### src/hw/rtl/snl_pkg.sv
`timescale 1ns / 1ps

package snl_pkg;

   // Fixed internal formats: angles Q.20 degrees, sines Q2.30
   localparam int DEG_SHIFT = 20;
   localparam int ATAN_W    = 28;
   localparam int ANGLE_W   = 17;
   localparam int INDEX_W   = 16;
   localparam int SINE_W    = 32;
   localparam int MAG_W     = 31;
   localparam int CORDIC_W  = 34;
   localparam int NUM_W     = 47;
   localparam int QUOT_W    = 32;
   localparam int ANSWER_W  = 17;

   localparam logic signed [CORDIC_W-1:0] CORDIC_GAIN = 34'sd652032874;
   localparam logic [MAG_W-1:0]           UNIT_Q30    = 31'h4000_0000;
   localparam logic [INDEX_W-1:0]         INDEX_MAX   = 16'hFFFF;

   typedef enum logic [1:0] {
      MODE_INDEX_ONE  = 2'd0,
      MODE_INDEX_TWO  = 2'd1,
      MODE_INCIDENCE  = 2'd2,
      MODE_REFRACTION = 2'd3
   } mode_type;

   typedef enum logic [1:0] {
      STATUS_OK       = 2'd0,
      STATUS_ASIN     = 2'd1,
      STATUS_ZERO_DIV = 2'd2,
      STATUS_SAT      = 2'd3
   } status_type;

   // Operands that ride along with the sine pipeline
   typedef struct packed {
      mode_type              mode;
      logic [INDEX_W-1:0]    index_one;
      logic [INDEX_W-1:0]    index_two;
   } item_tag_type;

   // Flags that ride along with the divider
   typedef struct packed {
      logic angle_mode;
      logic zero_div;
      logic neg;
   } div_tag_type;

   // atan(2^-k) in degrees, Q.20
   function automatic logic signed [ATAN_W-1:0] atan_deg(input int unsigned k);
      logic signed [ATAN_W-1:0] v;
      case (k)
         0:       v = 28'sd47185920;
         1:       v = 28'sd27855475;
         2:       v = 28'sd14718068;
         3:       v = 28'sd7471121;
         4:       v = 28'sd3750058;
         5:       v = 28'sd1876857;
         6:       v = 28'sd938658;
         7:       v = 28'sd469357;
         8:       v = 28'sd234682;
         9:       v = 28'sd117342;
         10:      v = 28'sd58671;
         11:      v = 28'sd29335;
         12:      v = 28'sd14668;
         13:      v = 28'sd7334;
         14:      v = 28'sd3667;
         15:      v = 28'sd1833;
         16:      v = 28'sd917;
         17:      v = 28'sd458;
         18:      v = 28'sd229;
         19:      v = 28'sd115;
         20:      v = 28'sd57;
         21:      v = 28'sd29;
         22:      v = 28'sd14;
         23:      v = 28'sd7;
         default: v = '0;
      endcase
      return v;
   endfunction

endpackage

### src/hw/rtl/snl_divider.sv
`timescale 1ns / 1ps

module snl_divider
   import snl_pkg::*;
(
   input  logic               clock,
   input  logic               reset,
   input  logic               advance,
   input  logic               in_valid,
   input  logic [NUM_W-1:0]   in_num,
   input  logic [MAG_W-1:0]   in_den,
   input  div_tag_type        in_tag,
   output logic               out_valid,
   output logic [QUOT_W-1:0]  out_quot,
   output logic               out_ovf,
   output div_tag_type        out_tag
);

   logic                vld_ff  [0:QUOT_W];
   div_tag_type         tag_ff  [0:QUOT_W];
   logic [MAG_W-1:0]    den_ff  [0:QUOT_W];
   logic [MAG_W-1:0]    rem_ff  [0:QUOT_W];
   logic [QUOT_W-1:0]   word_ff [0:QUOT_W];
   logic                ovf_ff  [0:QUOT_W];
   logic [NUM_W-1:0]    biased_in;
   logic [MAG_W-1:0]    high_in;

   // Round to nearest: add half the divisor up front
   assign biased_in = in_num + NUM_W'(in_den >> 1);
   assign high_in   = MAG_W'(biased_in[NUM_W-1:QUOT_W]);

   always_ff @(posedge clock) begin
      if (reset) begin
         for (int j = 0; j <= QUOT_W; j++) vld_ff[j] <= 1'b0;
      end else if (advance) begin
         vld_ff[0] <= in_valid;
         for (int j = 1; j <= QUOT_W; j++) vld_ff[j] <= vld_ff[j-1];
      end
   end

   // Quotient too wide when the high part already holds the divisor
   always_ff @(posedge clock) begin
      if (advance) begin
         tag_ff[0]  <= in_tag;
         den_ff[0]  <= in_den;
         rem_ff[0]  <= high_in;
         word_ff[0] <= biased_in[QUOT_W-1:0];
         ovf_ff[0]  <= (high_in >= in_den);
      end
   end

   // Restoring division, one quotient bit per stage
   for (genvar i = 0; i < QUOT_W; i++) begin : g_step
      logic [MAG_W:0] trial;
      logic           fits;

      assign trial = {rem_ff[i], word_ff[i][QUOT_W-1]};
      assign fits  = (trial >= {1'b0, den_ff[i]});

      always_ff @(posedge clock) begin
         if (advance) begin
            tag_ff[i+1]  <= tag_ff[i];
            den_ff[i+1]  <= den_ff[i];
            ovf_ff[i+1]  <= ovf_ff[i];
            word_ff[i+1] <= {word_ff[i][QUOT_W-2:0], fits};
            rem_ff[i+1]  <= fits ? MAG_W'(trial - {1'b0, den_ff[i]}) : MAG_W'(trial);
         end
      end
   end

   assign out_valid = vld_ff[QUOT_W];
   assign out_quot  = word_ff[QUOT_W];
   assign out_ovf   = ovf_ff[QUOT_W];
   assign out_tag   = tag_ff[QUOT_W];

endmodule

### config.mk
export PLATFORM = sky130hd
export DESIGN_NAME = snl_divider
export DESIGN_NICKNAME = d
export VERILOG_FILES = /design/src/hw/rtl/snl_pkg.sv /design/src/hw/rtl/snl_divider.sv
export SDC_FILE = /design/constraint.sdc
export NUM_CORES = 2
export LEC_CHECK = 0
export BUFFER_PORTS_ARGS = -buffer_cell sky130_fd_sc_hd__buf_2
export CAP_MARGIN = 20
export CORE_MARGIN = 1.5
export CORE_UTILIZATION = 50
export CTS_BUF_LIST = sky130_fd_sc_hd__clkbuf_16
export CTS_CLUSTER_DIAMETER = 60
export DETAILED_ROUTE_END_ITERATION = 10
export GPL_ROUTABILITY_DRIVEN = 0
export PLACE_DENSITY = 0.65
export SLEW_MARGIN = 10
export SYNTH_ARGS = -nofsm -noshare
export SYNTH_HDL_FRONTEND = slang
export SYNTH_SLANG_ARGS = --single-unit
### constraint.sdc
create_clock -name clock -period 7.4 [get_ports clock]
set_input_delay 0 -clock clock [delete_from_list [all_inputs] [get_ports clock]]
set_output_delay 0 -clock clock [all_outputs]
set_load 0.02 [all_outputs]
; Word level (Yosys, flattened, before mapping)
; Memory sizes are Yosys's and may differ from the RTL's.
; Index checks and enable logic that the tools add are counted.
[op_classes]
magnitude_cmp = 33
mux = 71
addsub = 33
bitwise = 33
[op_table]
columns = op, count
row1 = >= comparator 32 x 31 -> 1 bit, 32
row2 = 2-to-1 mux 31 bit, 32
row3 = subtractor 31 bit, 32
row4 = adder 47 x 30 -> 47 bit, 1
row5 = 2-to-1 mux 1 bit, 39
row6 = bitwise OR 1 bit, 33
row7 = >= comparator 15 x 31 -> 1 bit, 1
[totals]
ramBits = 3267
register_bits = 0
wordCells = 176
output_inout_bits = 37
memories = 6
input_bits = 85
[mem_list]
columns = name, words, width, rd, rd_clocked_by_memory_dff, wr, line
row1 = word_ff, 33, 32, 33, 0, 33, snl_divider.sv:23  ; logic [QUOT_W-1:0] word_ff [0:QUOT_W];
row2 = den_ff, 33, 31, 32, 0, 33, snl_divider.sv:21  ; logic [MAG_W-1:0] den_ff [0:QUOT_W];
row3 = rem_ff, 33, 31, 32, 0, 33, snl_divider.sv:22  ; logic [MAG_W-1:0] rem_ff [0:QUOT_W];
row4 = tag_ff, 33, 3, 33, 0, 33, snl_divider.sv:20  ; div_tag_type tag_ff [0:QUOT_W];
row5 = ovf_ff, 33, 1, 33, 0, 33, snl_divider.sv:24  ; logic ovf_ff [0:QUOT_W];
row6 = vld_ff, 33, 1, 33, 0, 33, snl_divider.sv:19  ; logic vld_ff [0:QUOT_W];

; Depth between registers and ports, before layout
[depth]
depth_word = 4
depth_mapped = 24
mapped_depth_nobuf = 23

; Least setup slack after synthesis
; No wires, ideal clock.
[synth_path]
kind = input port to flip-flop
from = input port in_num[0]
to = memory ovf_ff[0][0] (data pin)
t_required_ns = 7.141
path_buffers = 1
slack_ns = 3.108
setup_ns = 0.259
t_arrival_ns = 4.033
path_stages = 24
path_cell_list = ha_1 -> fa_1 -> a21o_1 -> a21oi_2 -> o21a_1 -> o31a_1 -> o31ai_4 -> a221o_2 -> nand4_1 -> a211o_1 -> buf_4 -> nor2_1 -> xnor2_1 -> ha_1 -> nand2b_1 -> a21o_1 -> a21o_1 -> a211oi_1 -> o21bai_1 -> a41oi_1 -> o21ai_0 -> o31a_1 -> o21ai_0 -> a21oi_1
[synth_rtl]
columns = element, line
row1 = from (decl), snl_divider.sv:10  ; input logic [NUM_W-1:0] in_num,
row2 = to (decl), snl_divider.sv:24

==> impl_metrics.ini <==
[floorplan]
ios = 122
die_w_um = 568
design.core.area_sq_um = 318000
start_util_pct = 50.2
design.die.area_sq_um = 323000
die_h_um = 568
rows = 207

[routing]
post_drt_wl_per_cell_um = 20.0
ant_nets = 0
drtPass1Iterations = 6
drc = 0
finalWirelength_um = 356000
drt_iter0_drc = 8750
viasPerCell = 5.72
routed-via-count = 102000

[global_routing]
grt_start_max_net_pins = 177
grt_pass1_wl_um = 557000
grt-ovfl-total = 0
grt_antenna_before_repair = 15
grt_util_all_layers_pct = 21.6
grt_pass1_vias = 99500

[final_layout]
fin_area_sq_um = 178000
synthToLayoutAreaGrowth_pct = 11.5
final_cell_count_no_fill = 17800
multi_input_area_sq_um = 58300
fillers = 25700
ff_latch_area_sq_um = 95800
layout.nets = 14500
drive_gt1_share_pct = 8.24

[clock_tree]
cts_tree = yes
htreeDepth = 5
cts_buffers = 348
clkLatencyLatePin_ns = 0.92
ctsRootBufferMaster = clkbuf_16
cts_setup_buffers = 0
clk_pin_slew_ns = 0.06
clockBufferDepth = 4
cts_num_sinks = 3189

[worst_hold_path]
hp-class = primary input to flop

[yosys]
synthDistinctLibCells = 116
ys_ff_latch = 3189
synthFlopType = edfxtp_1
syn_avg_cell_area_sq_um = 12.4
ys_warn_count = 0
synthesis.area_sq_um = 160000
async_flop_share_pct = 0
synth_edf_count = 3189
seq_area_frac_synth_pct = 59.9
synth_fp_nets = 14000
syn_inst = 12900

[worst_setup_path]
worstSetupPathType = primary input to flop
crit_path_end_kind = flop
critPathRequiredTime_ns = 8.07
crit_path_start_kind = primary input
cp.arrival_ns = 6.34
path_max_fanout = 9

[timing]
rsz0062_at_grt = false
setup_ws_ns = 1.73
finalSetupTns_ns = 0
tightest_slew_ns = 1.37
period_minus_slack_ns = 5.67
hold_viol_final = 0
slew_headroom_pct = 8.42
whs_ns = 0.0351
finClkSkew_ns = 0.0410
slew_violations = 0
setup_viol = 0
fmaxAchievable_ghz = 0.176
fin_crit_sh_pct = 76.6

[power]
peakVddDrop_v = 0.000297
powerDensity_nw_per_um2 = 420
p_leak_nw = 70.8

[placed_design]
dp_cells = 17000
dpl_worst_slack_ns = 2.04
dpl.hpwl_um = 259000
io_buffers = 121
place_area_sq_um = 165000

[status]
status = finished, final reports clean

[job]
max-cap-violations = 0
-- where the power goes --
| part | total [W] | internal (W) | switching, W |
|---|---|---|---|
| logic | 0.0301 | 0.0129 | 0.0171 |
| registers | 0.0280 | 0.0255 | 0.00250 |
| clock network | 0.0168 | 0.00969 | 0.00711 |
-- registers in the layout, summed over array words and instances (netlist names) --
signal   flops
den_ff     992
tag_ff      99
ovf_ff      33
word_ff   1056
vld_ff      33
rem_ff     976
-- worst max-delay path, stage by stage --
cell and delay, ns:
dlygate4sd3_1 0.53, buf_2 0.13, dlygate4sd3_1 0.57, ha_1 0.23, fa_1 0.42, a21o_1 0.21, a21oi_2 0.21, o21a_1 0.20
o31a_1 0.23, o31ai_4 0.12, a221o_2 0.40, nand4_1 0.12, a211o_1 0.43, nor2_1 0.18, xnor2_1 0.22, ha_1 0.27
nand2b_1 0.15, a21o_1 0.17, a21o_1 0.18, a211oi_1 0.25, o21bai_1 0.15, a41oi_1 0.29, o21ai_0 0.15, o31a_1 0.25
o21ai_0 0.17, a21oi_1 0.10
-- Yosys cell counts, types with 153 or more instances --
| cell type | instances | area, sq um |
|---|---|---|
| nor2_1 | 780 | 2930 |
| inv_1 | 1250 | 4690 |
| nand3_1 | 172 | 861 |
| nor2b_1 | 157 | 982 |
| o21a_1 | 153 | 1150 |
| nand2b_1 | 156 | 976 |
| o21ai_0 | 710 | 3550 |
| ha_1 | 1022 | 12800 |
| nand2_1 | 770 | 2890 |
| nand4_1 | 158 | 988 |
| mux2_2 | 305 | 3430 |
| clkbuf_1 | 183 | 687 |
| xnor2_1 | 530 | 4640 |
| a21o_1 | 462 | 3470 |
| xor2_1 | 322 | 2820 |
| a21oi_1 | 1039 | 5200 |
| edfxtp_1 | 3189 | 95800 |
-- placed cells by master, fill, tap and decap left out, types with 117 or more instances in the layout --
cell type	Yosys	routed
a21oi_1	1039	1039
ha_1	1022	1022
nand4_1	158	158
o21ai_0	710	710
nand3_1	172	170
mux2_2	305	305
o21bai_1	117	117
a21o_1	462	462
nor2_1	780	778
xnor2_1	530	528
nor2b_1	157	157
xor2_1	322	322
o21a_1	153	153
inv_1	1250	1303
nor3_1	136	136
clkbuf_16	0	356
dlygate4sd3_1	0	157
edfxtp_1	3189	3189
nand2_1	770	770
nand2b_1	156	156
buf_2	55	120
-- timing repair --
action,CTS,global route
resized for setup,0,0
endpoints found under the setup margin,0,0
hold endpoints to repair,323,0
hold buffers,157,0
-- final timing paths --
| path | startpoint | slack (ns) | endpoint | depth (start not counted) |
|---|---|---|---|---|
| worst min register to register | word_ff[0][752] | 0.39 | word_ff[0][785] | 0 |
| worst max-delay path | in_den[1] | 1.73 | ovf_ff[0][0] | 26 |
| worst max register to register | den_ff[0][155] | 2.82 | rem_ff[0][216] | 12 |
| worst min-delay path | in_num[24] | 0.04 | word_ff[0][24] | 3 |
-- logic make-up after synthesis --
kind of cell	synth area share [%]
AOI/OAI and AO/OA	12.7
DFF	59.9
and+or+nand+nor	8.04
buffers and inverters	3.66
adders and majority gates	8.40
xor gates and xnor gates	4.67
muxes	2.62
-- cell type report --
class	instances	share of cell area [%]
Inverter	1252	2.64
Tap cell	4180	2.94
Sequential cell	3189	53.8
Clock inverter	261	1.24
Timing Repair Buffer	343	1.66
Clock buffer	356	5.00
Multi-Input combinational cell	8185	32.7
Antenna cell	18	0.0253
-- layer usage --
metal  share of wire [%]  global-route usage (%)  vias up  wire length, um
met5                   0                       0        -                0
met4                 5.1                    10.1        0            18100
met3                 4.9                    2.63      857            17500
met1                  41                    27.4    49300           147000
li1                    -                       -    48400                -
met2                  49                    36.9     3097           173000
-- through the flow --
stage | total power (W) | util, %
CTS | 0.0750 | 56.0
global placement | 0.0568 | 52.0
global route | 0.0795 | 56.0
detailed placement | 0.0578 | 52.0
floorplan | 0.0499 | -
finish | 0.0748 | 56.0
No activity file was read; power rests on OpenSTA's default activity.
